<file path="config.mk">
export PLATFORM = sky130hd
export DESIGN_NAME = mfm_flux_interval_decoder
export DESIGN_NICKNAME = d
export VERILOG_FILES = /design/src/rtl/mfd_pkg.sv /design/src/rtl/mfm_flux_interval_decoder.sv /design/src/rtl/mfd_ctrl.sv /design/src/rtl/mfd_datapath.sv
export VERILOG_INCLUDE_DIRS = /design/src /design/src/rtl
export SDC_FILE = /design/constraint.sdc
export NUM_CORES = 1
export LEC_CHECK = 0
export ABC_AREA = 0
export ABC_CLOCK_PERIOD_IN_PS = 7400
export BUFFER_PORTS_ARGS = -buffer_cell sky130_fd_sc_hd__buf_2
export CORE_MARGIN = 2
export CORE_UTILIZATION = 56
export CTS_CLUSTER_DIAMETER = 30
export DETAILED_ROUTE_END_ITERATION = 10
export GPL_ROUTABILITY_DRIVEN = 1
export PLACE_DENSITY = 0.77
export SLEW_MARGIN = 15
export SYNTH_ARGS = -nofsm -noshare
export SYNTH_HDL_FRONTEND = slang
export SYNTH_HIERARCHICAL = 1
export SYNTH_SLANG_ARGS = --single-unit
</file>
<file path="constraint.sdc">
create_clock -name clock -period 7.4 [get_ports clock]
set_input_delay 0.37 -clock clock [delete_from_list [all_inputs] [get_ports clock]]
set_output_delay 0.37 -clock clock [all_outputs]
set_load 0.1 [all_outputs]
</file>
<file path="src/rtl/mfm_flux_interval_decoder_assert.svh">
// Assertion macros shared by the flux interval decoder RTL.
`ifndef MFM_FLUX_INTERVAL_DECODER_ASSERT_SVH
`define MFM_FLUX_INTERVAL_DECODER_ASSERT_SVH

// Same-cycle implication, checked outside reset.
`define MFD_ASSERT_SAME(label, clk, rst, ante, cons, msg) \
   label: assert property (@(posedge clk) disable iff (rst) (ante) |-> (cons)) \
      else $error(msg);

// Next-cycle implication, checked outside reset.
`define MFD_ASSERT_NEXT(label, clk, rst, ante, cons, msg) \
   label: assert property (@(posedge clk) disable iff (rst) (ante) |=> (cons)) \
      else $error(msg);

`endif

</file>
<file path="src/rtl/mfd_pkg.sv">
// Types, constants and the interval classifier of the flux interval decoder.
`default_nettype none
package mfd_pkg;

   localparam int TS_W  = 48;
   localparam int IV_W  = 13;
   localparam int FILL_W = 3;

   localparam int unsigned CELL_DD      = 2000;
   localparam int unsigned CELL_HD      = 1000;
   localparam int unsigned STARTUP_N    = 5;

   localparam logic [IV_W-1:0]   IV_MAX       = '1;
   localparam logic [IV_W-1:0]   MEDIAN_SPLIT = IV_W'(1500);
   localparam logic [FILL_W-1:0] STARTUP_LAST = FILL_W'(STARTUP_N - 1);
   // median of five is below the split when at least three intervals are
   localparam logic [FILL_W-1:0] MEDIAN_RANK  = FILL_W'((STARTUP_N + 1) / 2);

   localparam logic [IV_W-1:0] HD_T1 = IV_W'(CELL_HD * 3 / 4);
   localparam logic [IV_W-1:0] HD_T2 = IV_W'(CELL_HD * 5 / 4);
   localparam logic [IV_W-1:0] HD_T3 = IV_W'(CELL_HD * 9 / 4);
   localparam logic [IV_W-1:0] HD_T4 = IV_W'(CELL_HD * 13 / 4);
   localparam logic [IV_W-1:0] DD_T1 = IV_W'(CELL_DD * 3 / 4);
   localparam logic [IV_W-1:0] DD_T2 = IV_W'(CELL_DD * 5 / 4);
   localparam logic [IV_W-1:0] DD_T3 = IV_W'(CELL_DD * 9 / 4);
   localparam logic [IV_W-1:0] DD_T4 = IV_W'(CELL_DD * 13 / 4);

   typedef struct packed {
      logic [TS_W-1:0] timestamp;
      logic            track_end;
   } req_type;

   typedef struct packed {
      logic [7:0] data_byte;
      logic       high_density;
      logic       run_last;
      logic       track_last;
   } rsp_type;

   typedef struct packed {
      logic accept;
      logic store;
      logic pack;
      logic src_replay;
      logic direct;
      logic pad;
      logic flush;
   } cmd_type;

   typedef struct packed {
      logic              pack_emit;
      logic              pad_emit;
      logic              pend_valid;
      logic              can_push;
      logic              have_prev;
      logic              rate_known;
      logic              trk_end;
      logic              replay_last;
      logic [FILL_W-1:0] fill;
   } status_type;

   // Number of bits an interval adds: 0 for noise, else 1 to 4.
   function automatic logic [2:0] classify(input logic [IV_W-1:0] d, input logic hd);
      logic [2:0] t;
      if (hd) begin
         t = 3'(d >= HD_T1) + 3'(d >= HD_T2) + 3'(d >= HD_T3) + 3'(d >= HD_T4);
      end else begin
         t = 3'(d >= DD_T1) + 3'(d >= DD_T2) + 3'(d >= DD_T3) + 3'(d >= DD_T4);
      end
      return t;
   endfunction

endpackage
`default_nettype wire

</file>
<file path="src/rtl/mfm_flux_interval_decoder.sv">
// Top level of the MFM flux interval decoder: controller, datapath and checks.
//
// Usage: one req item per flux transition of a track, carrying its 48-bit
// timestamp in ns and track_end on the final transition. Each rsp item is a
// decoded byte (first bit in the MSB) with the density that decoded it;
// run_last marks the last byte caused by one req item, track_last the final
// byte of the track, zero-padded when not full. An item may cause no byte at all.
// A steady-state transition is accepted, then takes one pass through the
// classifier and bit packer, which writes its byte, if any, to the output
// register. The fifth interval of a track is stored instead, and then the five
// startup intervals are replayed one per cycle, unless the output stalls,
// through the same packer, before the held byte is released. track_end adds a
// pad step for the pad byte and a flush step that releases the last byte.
// Reset clears all control state; the startup interval store needs none.
// A full output register with rsp_ready low stalls the block only when the
// next step has a byte to hand over; req_ready stays low until the item is
// done.
`default_nettype none
`include "mfm_flux_interval_decoder_assert.svh"
module mfm_flux_interval_decoder (
   input  wire logic             clock,
   input  wire logic             reset,
   input  wire logic             req_valid,
   output logic                  req_ready,
   input  wire mfd_pkg::req_type req_data,
   output logic                  rsp_valid,
   input  wire logic             rsp_ready,
   output mfd_pkg::rsp_type      rsp_data
);
   import mfd_pkg::*;

   cmd_type    dp_cmd;
   status_type dp_status;

   // sequence accept, startup store, replay, pad and release
   mfd_ctrl u_ctrl (
      .clock         (clock),
      .reset         (reset),
      .req_valid     (req_valid),
      .req_track_end (req_data.track_end),
      .status        (dp_status),
      .req_ready     (req_ready),
      .cmd           (dp_cmd)
   );

   // hold intervals, classify, pack bits and drive the output register
   mfd_datapath u_datapath (
      .clock     (clock),
      .reset     (reset),
      .req_data  (req_data),
      .cmd       (dp_cmd),
      .rsp_ready (rsp_ready),
      .rsp_valid (rsp_valid),
      .rsp_data  (rsp_data),
      .status    (dp_status)
   );

   // no held byte may survive the end of an item
   `MFD_ASSERT_SAME(a_idle_no_pend, clock, reset, req_ready, !dp_status.pend_valid, "byte held while idle")
   // the final byte of a track also closes its item
   `MFD_ASSERT_SAME(a_track_last_run, clock, reset, rsp_valid && rsp_data.track_last, rsp_data.run_last, "track_last without run_last")
   // startup store never overfills before the rate is set
   `MFD_ASSERT_SAME(a_fill_bound, clock, reset, !dp_status.rate_known, dp_status.fill < FILL_W'(STARTUP_N), "startup fill overflow")
   // the pad step at track end clears the rate and the previous timestamp
   `MFD_ASSERT_NEXT(a_tail_clears, clock, reset, dp_cmd.pad, !dp_status.rate_known && !dp_status.have_prev, "track state not cleared")

endmodule
`default_nettype wire

</file>
<file path="src/rtl/mfd_ctrl.sv">
// Controller state machine of the flux interval decoder.
`default_nettype none
module mfd_ctrl (
   input  wire logic                clock,
   input  wire logic                reset,
   input  wire logic                req_valid,
   input  wire logic                req_track_end,
   input  wire mfd_pkg::status_type status,
   output logic                     req_ready,
   output mfd_pkg::cmd_type         cmd
);
   import mfd_pkg::*;

   typedef enum logic [4:0] {
      ST_IDLE   = 5'b00001,
      ST_PACK   = 5'b00010,
      ST_REPLAY = 5'b00100,
      ST_TAIL   = 5'b01000,
      ST_FLUSH  = 5'b10000
   } state_type;

   state_type state_ff, state_in;
   logic      need_push;
   logic      go;

   always_comb begin
      unique case (state_ff)
         ST_PACK:   need_push = status.rate_known && status.pack_emit &&
                                (!status.trk_end || status.pend_valid);
         ST_REPLAY: need_push = status.pack_emit && status.pend_valid;
         ST_TAIL:   need_push = status.pad_emit && status.pend_valid;
         ST_FLUSH:  need_push = status.pend_valid;
         default:   need_push = 1'b0;
      endcase
   end

   assign go        = !need_push || status.can_push;
   assign req_ready = (state_ff == ST_IDLE);

   always_comb begin
      cmd            = '0;
      cmd.accept     = (state_ff == ST_IDLE) && req_valid;
      cmd.store      = (state_ff == ST_PACK) && !status.rate_known;
      cmd.pack       = (((state_ff == ST_PACK) && status.rate_known) ||
                        (state_ff == ST_REPLAY)) && go;
      cmd.src_replay = (state_ff == ST_REPLAY);
      cmd.direct     = (state_ff == ST_PACK) && !status.trk_end;
      cmd.pad        = (state_ff == ST_TAIL) && go;
      cmd.flush      = (state_ff == ST_FLUSH) && go;
   end

   always_comb begin
      state_in = state_ff;
      unique case (state_ff)
         ST_IDLE: begin
            if (req_valid) begin
               if (status.have_prev) begin
                  state_in = ST_PACK;
               end else if (req_track_end) begin
                  state_in = ST_TAIL;
               end
            end
         end
         ST_PACK: begin
            if (status.rate_known) begin
               if (go) begin
                  state_in = status.trk_end ? ST_TAIL : ST_IDLE;
               end
            end else if ((status.fill == STARTUP_LAST) || status.trk_end) begin
               state_in = ST_REPLAY;
            end else begin
               state_in = ST_IDLE;
            end
         end
         ST_REPLAY: begin
            if (go && status.replay_last) begin
               state_in = status.trk_end ? ST_TAIL : ST_FLUSH;
            end
         end
         ST_TAIL: begin
            if (go) begin
               state_in = ST_FLUSH;
            end
         end
         ST_FLUSH: begin
            if (go) begin
               state_in = ST_IDLE;
            end
         end
         default: state_in = ST_IDLE;
      endcase
   end

   always_ff @(posedge clock) begin
      if (reset) begin
         state_ff <= ST_IDLE;
      end else begin
         state_ff <= state_in;
      end
   end

endmodule
`default_nettype wire

</file>
<file path="src/rtl/mfd_datapath.sv">
// Datapath of the flux interval decoder: interval, startup store, bit packer, output stages.
`default_nettype none
module mfd_datapath (
   input  wire logic                clock,
   input  wire logic                reset,
   input  wire mfd_pkg::req_type    req_data,
   input  wire mfd_pkg::cmd_type    cmd,
   input  wire logic                rsp_ready,
   output logic                     rsp_valid,
   output mfd_pkg::rsp_type         rsp_data,
   output mfd_pkg::status_type      status
);
   import mfd_pkg::*;

   logic [TS_W-1:0]   prev_ff, prev_in;
   logic              have_prev_ff, have_prev_in;
   logic [IV_W-1:0]   d_ff, d_in;
   logic              trk_end_ff, trk_end_in;
   logic [IV_W-1:0]   store_ff [STARTUP_N];
   logic [FILL_W-1:0] fill_ff, fill_in;
   logic [FILL_W-1:0] low_cnt_ff, low_cnt_in;
   logic              rate_known_ff, rate_known_in;
   logic              dens_ff, dens_in;
   logic [10:0]       acc_ff, acc_in;
   logic [3:0]        held_ff, held_in;
   logic [FILL_W-1:0] idx_ff, idx_in;
   rsp_type           pend_ff, pend_in;
   logic              pend_valid_ff, pend_valid_in;
   rsp_type           out_ff, out_in;
   logic              out_valid_ff, out_valid_in;

   logic [TS_W-1:0]   diff;
   logic [IV_W-1:0]   diff_sat;
   logic [IV_W-1:0]   src;
   logic [2:0]        cls;
   logic [10:0]       acc_sh;
   logic [3:0]        held_sum;
   logic [3:0]        held_rem;
   logic              pack_emit;
   logic [7:0]        pack_byte;
   logic [10:0]       acc_masked;
   logic [7:0]        pad_byte;
   logic              pad_emit;
   logic [FILL_W-1:0] low_cnt_sum;
   logic              new_valid;
   logic [7:0]        new_byte;
   logic              can_push;

   // interval to the previous transition, saturated to the store width
   assign diff     = req_data.timestamp - prev_ff;
   assign diff_sat = (|diff[TS_W-1:IV_W]) ? IV_MAX : diff[IV_W-1:0];

   assign src        = cmd.src_replay ? store_ff[idx_ff] : d_ff;
   assign cls        = classify(src, dens_ff);
   assign acc_sh     = (acc_ff << cls) | 11'd1;
   assign held_sum   = held_ff + {1'b0, cls};
   assign pack_emit  = (cls != 3'd0) && held_sum[3];
   assign held_rem   = {1'b0, held_sum[2:0]};
   assign pack_byte  = 8'(acc_sh >> held_rem);
   assign acc_masked = acc_sh & ((11'd1 << held_rem) - 11'd1);
   assign pad_emit   = (held_ff != 4'd0);
   assign pad_byte   = 8'(acc_ff << (4'd8 - held_ff));
   assign low_cnt_sum = low_cnt_ff + FILL_W'(d_ff < MEDIAN_SPLIT);
   assign can_push   = !out_valid_ff || rsp_ready;

   assign new_valid = (cmd.pack && pack_emit) || (cmd.pad && pad_emit);
   assign new_byte  = cmd.pad ? pad_byte : pack_byte;

   always_comb begin
      prev_in       = prev_ff;
      have_prev_in  = have_prev_ff;
      d_in          = d_ff;
      trk_end_in    = trk_end_ff;
      fill_in       = fill_ff;
      low_cnt_in    = low_cnt_ff;
      rate_known_in = rate_known_ff;
      dens_in       = dens_ff;
      acc_in        = acc_ff;
      held_in       = held_ff;
      idx_in        = idx_ff;
      pend_in       = pend_ff;
      pend_valid_in = pend_valid_ff;
      out_in        = out_ff;
      out_valid_in  = rsp_ready ? 1'b0 : out_valid_ff;

      if (cmd.accept) begin
         prev_in      = req_data.timestamp;
         have_prev_in = 1'b1;
         d_in         = diff_sat;
         trk_end_in   = req_data.track_end;
      end

      if (cmd.store) begin
         fill_in    = fill_ff + FILL_W'(1);
         low_cnt_in = low_cnt_sum;
         idx_in     = '0;
         if (fill_ff == STARTUP_LAST) begin
            rate_known_in = 1'b1;
            dens_in       = (low_cnt_sum >= MEDIAN_RANK);
         end else if (trk_end_ff) begin
            rate_known_in = 1'b1;
            dens_in       = 1'b0;
         end
      end

      if (cmd.pack) begin
         if (cls != 3'd0) begin
            if (pack_emit) begin
               acc_in  = acc_masked;
               held_in = held_rem;
            end else begin
               acc_in  = acc_sh;
               held_in = held_sum;
            end
         end
         if (cmd.src_replay) begin
            idx_in = idx_ff + FILL_W'(1);
         end
      end

      if (new_valid) begin
         if (cmd.direct) begin
            out_in       = '{data_byte: new_byte, high_density: dens_ff,
                             run_last: 1'b1, track_last: 1'b0};
            out_valid_in = 1'b1;
         end else begin
            if (pend_valid_ff) begin
               out_in       = pend_ff;
               out_valid_in = 1'b1;
            end
            pend_in       = '{data_byte: new_byte, high_density: dens_ff,
                              run_last: 1'b0, track_last: 1'b0};
            pend_valid_in = 1'b1;
         end
      end

      if (cmd.pad) begin
         have_prev_in  = 1'b0;
         fill_in       = '0;
         low_cnt_in    = '0;
         rate_known_in = 1'b0;
         dens_in       = 1'b0;
         acc_in        = '0;
         held_in       = '0;
      end

      if (cmd.flush && pend_valid_ff) begin
         out_in            = pend_ff;
         out_in.run_last   = 1'b1;
         out_in.track_last = trk_end_ff;
         out_valid_in      = 1'b1;
         pend_valid_in     = 1'b0;
      end
   end

   always_ff @(posedge clock) begin
      if (reset) begin
         have_prev_ff  <= 1'b0;
         trk_end_ff    <= 1'b0;
         fill_ff       <= '0;
         low_cnt_ff    <= '0;
         rate_known_ff <= 1'b0;
         dens_ff       <= 1'b0;
         acc_ff        <= '0;
         held_ff       <= '0;
         idx_ff        <= '0;
         pend_valid_ff <= 1'b0;
         out_valid_ff  <= 1'b0;
      end else begin
         have_prev_ff  <= have_prev_in;
         trk_end_ff    <= trk_end_in;
         fill_ff       <= fill_in;
         low_cnt_ff    <= low_cnt_in;
         rate_known_ff <= rate_known_in;
         dens_ff       <= dens_in;
         acc_ff        <= acc_in;
         held_ff       <= held_in;
         idx_ff        <= idx_in;
         pend_valid_ff <= pend_valid_in;
         out_valid_ff  <= out_valid_in;
      end
   end

   always_ff @(posedge clock) begin
      prev_ff <= prev_in;
      d_ff    <= d_in;
      pend_ff <= pend_in;
      out_ff  <= out_in;
      if (cmd.store) begin
         store_ff[fill_ff] <= d_ff;
      end
   end

   assign rsp_valid = out_valid_ff;
   assign rsp_data  = out_ff;

   always_comb begin
      status             = '0;
      status.pack_emit   = pack_emit;
      status.pad_emit    = pad_emit;
      status.pend_valid  = pend_valid_ff;
      status.can_push    = can_push;
      status.have_prev   = have_prev_ff;
      status.rate_known  = rate_known_ff;
      status.trk_end     = trk_end_ff;
      status.replay_last = (idx_ff == (fill_ff - FILL_W'(1)));
      status.fill        = fill_ff;
   end

endmodule
`default_nettype wire

</file>
# --- Word-level counts from Yosys, hierarchy flattened ---
# Memory sizes are Yosys's and may differ from the RTL's. A register that Yosys moved wholly into a read port is not among the register bits.
# Index checks and enable logic that the tools add are counted.
op_classes:
  n_addsub: 14
  n_lt_le_gt_ge: 10
  eq_ne: 13
  shift: 4
  muxes: 37
  bitwise: 2
  n_reduce_logical: 41
op_table:
  columns: ["op", "count"]
  rows:
  - ["2-to-1 mux 11 bit", 5]
  - ["subtractor 48 bit", 1]
  - ["2-to-1 mux 5 bit", 9]
  - [">= comparator 13 x 12 -> 1 bit (second input constant)", 3]
  - ["OR reduction 35 bit", 1]
  - [">= comparator 13 x 11 -> 1 bit (second input constant)", 2]
  - [">= comparator 13 bit (second input constant)", 2]
  - ["one-hot mux 5 bit (5 select lines)", 1]
  - ["2-to-1 mux 3 bit", 6]
  - ["logical AND 1 bit", 16]
  - ["adder 3 x 1 -> 3 bit", 5]
  - [">= comparator 13 x 10 -> 1 bit (second input constant)", 1]
  - ["< comparator 13 x 11 -> 1 bit (second input constant)", 1]
  - ["2-to-1 mux 13 bit", 1]
  - ["AND 11 bit", 1]
  - ["2-to-1 mux 1 bit", 11]
  - ["<< shifter 1 x 3 -> 11 bit (first input constant)", 1]
  - ["<< shifter 11 x 3 -> 11 bit", 1]
  - ["<< shifter 11 x 4 -> 8 bit", 1]
  - ["right shift 11 x 3 -> 8 bit", 1]
  - ["subtractor 11 x 1 -> 11 bit (second input constant)", 1]
  - ["AND reduction 2 bit", 5]
  - ["2-to-1 mux 4 bit", 2]
  - ["2-to-1 mux 8 bit", 1]
  - ["other kinds (26)", 42]
word_totals:
  regBits: 116
  ram_bits: 65
  in_bits: 53
  output_inout_bits: 13
  wordCells: 142
  memories: 1
memory_table:
  columns: ["name", "depth", "width", "rd", "rd_clocked_by_memory_dff", "wr", "line_no", "rtl"]
  rows:
  - ["u_datapath.store_ff", 5, 13, 1, 1, 1, "mfd_datapath.sv:19", "logic [IV_W-1:0] store_ff [STARTUP_N];"]

# --- Longest topological paths before layout ---
# Gate-level depths: netlist of the first run.
depth:
  depth_word: 19
  mapped_depth: 37
  ltp_nobuf: 33

# --- Modules after synthesis ---
# The synthesis of the first run kept the hierarchy.
modules_own_cells:
  columns: ["module", "instances", "cells_per_inst", "area_per_inst_um2", "seq_area_each_um2"]
  rows:
  - ["mfd_datapath", 1, 1139, 11088.1, 4794.6]
  - ["mfd_ctrl", 1, 75, 555.5, 100.1]

# --- Worst setup path before layout of the first run ---
# No wires, ideal clock.
synth_timing:
  kind: "reg2reg"
  start: "reg u_datapath/idx_ff[0] (netlist name)"
  end: "reg u_datapath.out_ff (netlist bit u_datapath/rsp_data[3]) (data pin)"
  setup_ns: 0.132
  t_arrival_ns: 7.833
  t_required_ns: 7.268
  path_slack_ns: -0.564
  path_stages_with_launch: 34
  path_buffers: 4
  synth_period_minus_slack_ns: 7.964
  cell_sequence: "dfxtp_1 -> clkbuf_1 -> buf_1 -> mux4_2 -> nand2_1 -> nand3_1 -> o21ai_1 -> or3_1 -> a21oi_1 -> nor2_1 -> o31a_1 -> fa_1 -> inv_1 -> ha_1 -> ha_1 -> mux2i_1 -> clkbuf_1 -> inv_1 -> ha_1 -> a21o_1 -> a21oi_1 -> xor2_1 -> nand2b_1 -> inv_1 -> buf_4 -> a21oi_1 -> o32ai_2 -> a2111oi_0 -> nand2_1 -> o21ai_0 -> nand2_1 -> a21oi_1 -> nor2b_1 -> a221o_1"
synth_lines:
  columns: ["item", "line_no", "rtl"]
  rows:
  - ["to (signal assigned)", "mfd_datapath.sv:188", "out_ff <= out_in;"]
  - ["to (decl)", "mfd_datapath.sv:29", "rsp_type out_ff, out_in;"]

==> results.py, run 1 <==
metrics = {
    "run_status": {
        "status": "complete, but fails checks",
        "failed_checks": "design-rule violations",
    },
    "timing": {
        "final.setup.tns_ns": 0,
        "rsz0062_at_grt": "false",
        "finalHoldViolCount": 0,
        "slew_headroom": 0.4373,
        "slew_violations": 0,
        "worstMarginPinSlew_ns": 0.8441,
        "post-route-min-period_ns": 6.859,
        "max_freq_mhz": 145.8,
        "finClkSkew_ns": 0.01302,
        "fin_crit_sh": 0.9268,
        "setup_viol": 0,
    },
    "clock_network": {
        "ctsRootBufferMaster": "clkbuf_16",
        "cts_tree": "built",
        "numCtsBuffers": 17,
        "clock_sinks": 175,
        "cts.path.max_buffers": 2,
        "path_clk_slew_ns": 0.08,
        "cts_max_level": 4,
        "clk_latency_ns": 0.44,
    },
    "setup_path": {
        "r2r-end": "u_datapath/rsp_data[3]",
        "critPathKind": "reg -> reg",
        "cp_slowest_cell": "fa_1",
        "startpoint_type": "register",
        "r2r.worst_path.cells": 29,
        "cp-end-kind": "register",
        "worstPathRequired_ns": 7.71,
        "reg2reg_slack_ns": 0.54,
        "r2r_start": "u_ctrl/state_ff[3]",
        "setup.worst_path.start": "u_ctrl/state_ff[3]",
        "cp_slowest_stage_delay_ns": 0.53,
        "cp_data_arrival_time_ns": 7.17,
        "crit_path_max_fanout": 17,
    },
    "synthesis": {
        "seq_area_frac_synth": 0.4204,
        "synthAdderAreaFrac": 0.07243,
        "syn_inst": 1214,
        "yosys.cell_types.count": 85,
        "synthArstFlopShare": 0,
        "synth_area_um2": 11640,
        "synth-compound-area-share": 0.1879,
        "synth.mux.area_fraction": 0.07339,
        "yosysWarnings": 6,
        "synth_nets": 1332,
        "synth_edf_count": 139,
        "synth_xor_area_frac": 0.03084,
        "synth.avg_cell_area_um2": 9.591,
        "ys.flop_type": "edfxtp_1",
        "synth_top_family_by_area": "compound AO/OA/AOI/OAI gates",
        "synthSimpleGateAreaFrac": 0.1627,
        "synth_seq_cells": 175,
    },
    "worst_hold_path": {
        "hold_end": "u_datapath/prev_ff[34]",
        "hp-start": "req_data[35]",
        "hold_path.class": "in -> reg",
        "hold_depth": 1,
    },
    "floorplanning": {
        "rows": 52,
        "die-area_um2": 21960,
        "ioPinCount": 66,
        "die_x_um": 148.2,
        "core_um2": 20300,
        "die_height_um": 148.2,
        "initial_core_util": 0.5736,
    },
    "layout": {
        "n_fill_cell": 1693,
        "nets": 1374,
        "fin_util": 0.6277,
        "antenna_cells": 0,
        "syn2layout_area_growth_pct": 9.435,
        "drive_gt1_frac": 0.1261,
    },
    "power_and_ir_drop": {
        "power_density_nw_per_um2": 244.0,
        "leakage_nw": 4.849,
        "peakVddDrop_v": 0.0001572,
    },
    "global_routing": {
        "track_usage": 0.2586,
        "grt_first_pass_wirelength_um": 45380,
        "grt_start_max_net_pins": 63,
        "grt.overflow.total": 0,
        "grt_pass1_vias": 9014,
        "grt_antenna_before_repair": 0,
    },
    "detailed_routing": {
        "ant_nets": 0,
        "remaining_drc_errors": 1,
        "wl_per_cell_um": 18.25,
        "vias": 9491,
        "wl_um": 28090,
        "dr.pass1.iters": 9,
        "vias_per_cell": 6.167,
        "drtIter0Drc": 884,
    },
    "placed_design": {
        "routabilityCongestion": 0.9301,
        "numPortBuffers": 65,
        "dpl.hpwl_um": 20970,
    },
    "flow_run": {
        "drv_cap": 0,
    },
}
how the worst max path moves through the flow:
stage | end | slack, ns | cells past startpoint
2_1_floorplan | u_datapath/rsp_data[3] | 0.01 | 34
3_3_place_gp | u_datapath/rsp_data[6] | 0.32 | 31
3_5_place_dp | u_datapath/rsp_data[3] | 0.06 | 31
4_1_cts | u_datapath/rsp_data[3] | 0.19 | 31
5_1_grt | u_datapath/rsp_data[5] | 0.002 | 29
6_report | u_datapath/rsp_data[3] | 0.54 | 29
routing by layer:
metal	vias up	routed length (um)	track usage	share of wire
met5	-	0	0	0
met3	56	1207	0.04141	0.043
li1	4591	-	-	-
met2	324	14070	0.4493	0.50
met1	4520	12220	0.3342	0.44
met4	0	588	0.07857	0.021
logic make-up after synthesis:
| kind of cell | count (synthesis) |
|---|---|
| xor+xnor | 41 |
| fa+ha+maj | 65 |
| simple gates | 393 |
| buf+inv | 143 |
| mux | 66 |
| flops | 175 |
| compound gates | 331 |
state kept, by name, summed over array words and instances (netlist names), 3 cells and up:
| signal | count |
|---|---|
| u_datapath/fill_ff | 3 |
| u_datapath/low_cnt_ff | 3 |
| u_datapath/pend_ff | 9 |
| u_ctrl/state_ff | 5 |
| u_datapath/held_ff | 4 |
| u_datapath/idx_ff | 3 |
| u_datapath/d_ff | 12 |
| u_datapath/prev_ff | 48 |
| u_datapath/acc_ff | 11 |
| u_datapath/rsp_data | 11 |
| u_datapath/store_ff | 60 |
cells in the mapped netlist (all sizes together) (4+ instances only):
library cell	count	area (um^2)
o22ai	8	50.05
or3	17	111.4
o21ai	68	340.3
clkbuf	32	121.4
nor2	89	334.1
a211o	5	43.79
xnor2	21	183.9
o211ai	13	97.59
a31oi	14	87.58
nand4	16	106.4
nand3	40	200.2
fa	4	80.08
dfxtp	36	720.7
or4	5	41.29
nand2	134	503.0
o21bai	8	60.06
o31ai	6	45.04
nand2b	15	93.84
and3	15	93.84
o21a	16	120.1
ha	61	763.2
a21o	18	142.6
buf	28	176.4
mux4	15	337.8
and2	9	56.30
edfxtp	139	4174
nor4	6	43.79
nor2b	11	68.82
xor2	20	175.2
a21oi	97	500.5
mux2	5	56.30
a221o	4	40.04
o32ai	4	42.55
nand3b	5	37.54
mux2i	46	460.4
inv	82	307.8
nor3	17	85.08
a22o	7	61.31
a211oi	20	155.1
cells in the final DEF, fill, tap and decap left out, types with 21 or more instances in the layout:
cell      count
edfxtp_1    139
nand2_1     134
a21oi_1      92
nor2_1       89
inv_1        81
buf_2        65
ha_1         61
o21ai_0      58
mux2i_1      46
nand3_1      40
dfxtp_1      34
xnor2_1      21
area by class of cell:
class / instances / area (um^2) / area share
inverter: 83 / 311.5 / 0.02445
multi-input combinational: 896 / 6166 / 0.4839
clock buffer: 20 / 446.7 / 0.03506
clock inverter: 12 / 122.6 / 0.009623
timing repair buffer: 83 / 460.4 / 0.03614
sequential: 175 / 4897 / 0.3843
tap: 270 / 337.8 / 0.02651
critical path: cells and delay by family (launching register included):
family	cells	cell delay, ns
AOI/OAI and AO/OA	10	2.28
xor gates and xnor gates	1	0.27
adders and majority gates	4	1.28
buffers and inverters	5	0.70
DFF	1	0.40
muxes	1	0.18
and+or+nand+nor	8	1.60
where the power goes:
group	switching, W	internal (W)
clock	0.000416	0.000457
combinational	0.000669	0.000368
sequential	0.0000385	0.00116
total	0.00112	0.00199
stage by stage:
step | setup WS (ns) | cell area [um^2] | hold WS, ns | power (W) | cells
CTS | 0.1893 | 12720 | 0.1166 | 0.003105 | 1538
global route | 0.002298 | 12740 | 0.1124 | 0.003269 | 1539
floorplan | 0.01020 | 11650 | 0.4064 | 0.002008 | 1214
global placement | 0.3237 | 12140 | 0.4575 | 0.002218 | 1506
detailed placement | 0.06220 | 12140 | 0.4568 | 0.002232 | 1506
finish | 0.5414 | 12740 | 0.1248 | 0.003109 | 1539
what timing repair did:
action / in CTS / in global routing
buffers inserted: 0 / 1
gates resized for setup: 1 / 8
hold buffers: 0 / 0
setup endpoints to repair: 1 / 28
pin swaps: 0 / 1
Note: power is estimated with default switching activity, not from simulation.
==> run 2: changes to the inputs <==
Settings changed: ABC_CLOCK_PERIOD_IN_PS 7400 to 8440, CORE_UTILIZATION 56 to 42, MAX_ROUTING_LAYER from default to met4, PLACE_DENSITY 0.77 to default.
Clock period 7.4 ns to 8.44 ns, I/O delays scaled along.
==> results.py, run 2 (synthesized netlist as in run 1, its figures left out) <==
metrics = {
    "power_and_ir_drop": {
        "power_density_nw_per_um2": 215.5,
        "leakage_nw": 4.821,
        "peakVddDrop_v": 0.0001144,
        "finalPower_w": 0.002763,
    },
    "layout": {
        "largest_register_ffs": 60,
        "antenna_cells": 0,
        "layout_commonest_cell": "edfxtp_1",
        "drive_gt1_frac": 0.1188,
        "final_cell_mix": "139 x edfxtp_1, 134 x nand2_1, 93 x a21oi_1, 89 x nor2_1, 82 x inv_1",
        "instances_no_fill": 1635,
        "largestRegisters": "u_datapath/store_ff x60, u_datapath/prev_ff x48, u_datapath/d_ff x12",
        "syn2layout_area_growth_pct": 10.16,
        "largest_register": "u_datapath/store_ff",
        "n_fill_cell": 2557,
        "postLayoutCellArea_um2": 12830,
        "nets": 1368,
    },
    "clock_network": {
        "cts_tree": "built",
        "cts_resized": 0,
        "clock_sinks": 175,
        "ctsHoldBuffers": 0,
        "numCtsBuffers": 17,
        "clk_latency_ns": 0.44,
        "cts_setup_buffers": 0,
        "ctsRootBufferMaster": "clkbuf_16",
        "cts_max_level": 4,
        "path_clk_slew_ns": 0.08,
        "cts.path.max_buffers": 2,
    },
    "flow_run": {
        "drv_cap": 0,
    },
    "setup_path": {
        "cp_slowest_stage_delay_ns": 0.64,
        "cp_data_arrival_time_ns": 7.71,
        "r2r_start": "u_ctrl/state_ff[2]",
        "crit_family": "compound AO/OA/AOI/OAI gates",
        "worstPathRequired_ns": 8.75,
        "cp_num_buf_inv": 6,
        "critPathKind": "reg -> reg",
        "cp_slowest_cell": "dfxtp_1",
        "startpoint_type": "register",
        "cp-end-kind": "register",
        "setup.worst_path.start": "u_ctrl/state_ff[2]",
        "crit_path_max_fanout": 15,
    },
    "detailed_routing": {
        "ant_nets": 0,
        "vias": 9334,
        "drtIter0Drc": 753,
        "remaining_drc_errors": 0,
        "vias_per_cell": 5.709,
        "wl_per_cell_um": 17.78,
        "dr.pass1.iters": 6,
        "wl_um": 29060,
    },
    "placed_design": {
        "dp_cells": 1603,
        "pre_cts_slack_ns": 1.109,
        "numPortBuffers": 65,
        "dpl.hpwl_um": 21860,
        "placed_cell_area_um2": 12230,
        "routabilityCongestion": 0.9258,
    },
    "global_routing": {
        "grt_start_max_net_pins": 63,
        "grt_antenna_before_repair": 0,
        "grt.overflow.total": 0,
        "track_usage": 0.2071,
        "grt_pass1_vias": 8994,
        "grt_first_pass_wirelength_um": 46310,
    },
    "timing": {
        "setup_slack_ns": 1.047,
        "rsz0062_at_grt": "false",
        "post-route-min-period_ns": 7.393,
        "finalHoldViolCount": 0,
        "max_freq_mhz": 135.3,
        "setup_viol": 0,
        "worstMarginPinSlew_ns": 0.9807,
        "final.setup.tns_ns": 0,
        "slew_headroom": 0.3415,
        "finClkSkew_ns": 0.01756,
        "slew_violations": 0,
        "fin_crit_sh": 0.8760,
    },
    "floorplanning": {
        "die_height_um": 170.5,
        "ioPinCount": 66,
        "die_x_um": 170.5,
        "initial_core_util": 0.4296,
        "rows": 60,
        "core_um2": 27100,
        "die-area_um2": 29070,
    },
    "worst_hold_path": {
        "hold_path.class": "in -> reg",
        "hp-start": "req_data[1]",
    },
    "run_status": {
        "status": "finished, final reports clean",
    },
}
run 2: cell types whose count changed in the layout (fill, tap and decap cells not counted), moves of 2 or more:
| cell | change |
|---|---|
| buf_4 | -6 |
| clkinv_8 | +3 |
| clkbuf_1 | -2 |
| dfxtp_1 | +2 |
| dfxtp_2 | -2 |
| o21ai_0 | +2 |
| o21ai_2 | -2 |
run 2: metrics by stage:
stage / utilization / hold slack (ns)
floorplan: - / 0.4064
global placement: 0.4514 / 0.4674
global route: 0.4733 / 0.1510
CTS: 0.4733 / 0.1520
finish: 0.4733 / 0.1719
detailed placement: 0.4514 / 0.4800
run 2: area by class of cell:
class / instances / area (um^2) / area share
clock buffers: 17 / 425.4 / 0.03317
clock inverters: 15 / 166.4 / 0.01297
inverters: 83 / 311.5 / 0.02429
multi-input cells: 896 / 6147 / 0.4793
flip-flops and latches: 175 / 4895 / 0.3816
well taps: 372 / 465.4 / 0.03629
repair buffers: 77 / 415.4 / 0.03239
run 2: final timing paths:
check	endpoint	slack [ns]	cells past startpoint
worst max-delay path	u_datapath/rsp_data[3]	1.05	30
worst min-delay path	u_datapath/prev_ff[0]	0.17	1
worst max register to register	u_datapath/rsp_data[3]	1.05	30
worst min register to register	u_datapath/acc_ff[10]	0.49	2
run 2: worst reg2reg max path, delay by kind of cell (launching register included):
family	cells	cell delay, ns
compound gates	11	2.60
xor+xnor	1	0.25
fa+ha+maj	3	1.05
buf+inv	6	1.08
flops	1	0.64
mux	1	0.13
simple gates	8	1.51
run 2: power breakdown:
group	internal, W	leakage, nW	total [W]	switching, W
logic	0.000322	3.00	0.000919	0.000596
clock network	0.000399	0.288	0.000794	0.000395
registers	0.00102	1.53	0.00105	0.0000346
total	0.00174	4.82	0.00276	0.00103
run 2: routing by layer:
metal / wire [um] / GRT usage / vias to the layer above
li1: - / - / 4579
met1: 12640 / 0.2461 / 4469
met5: 0 / - / -
met4: 931 / 0.08287 / 0
met3: 882 / 0.02730 / 55
met2: 14620 / 0.3565 / 231
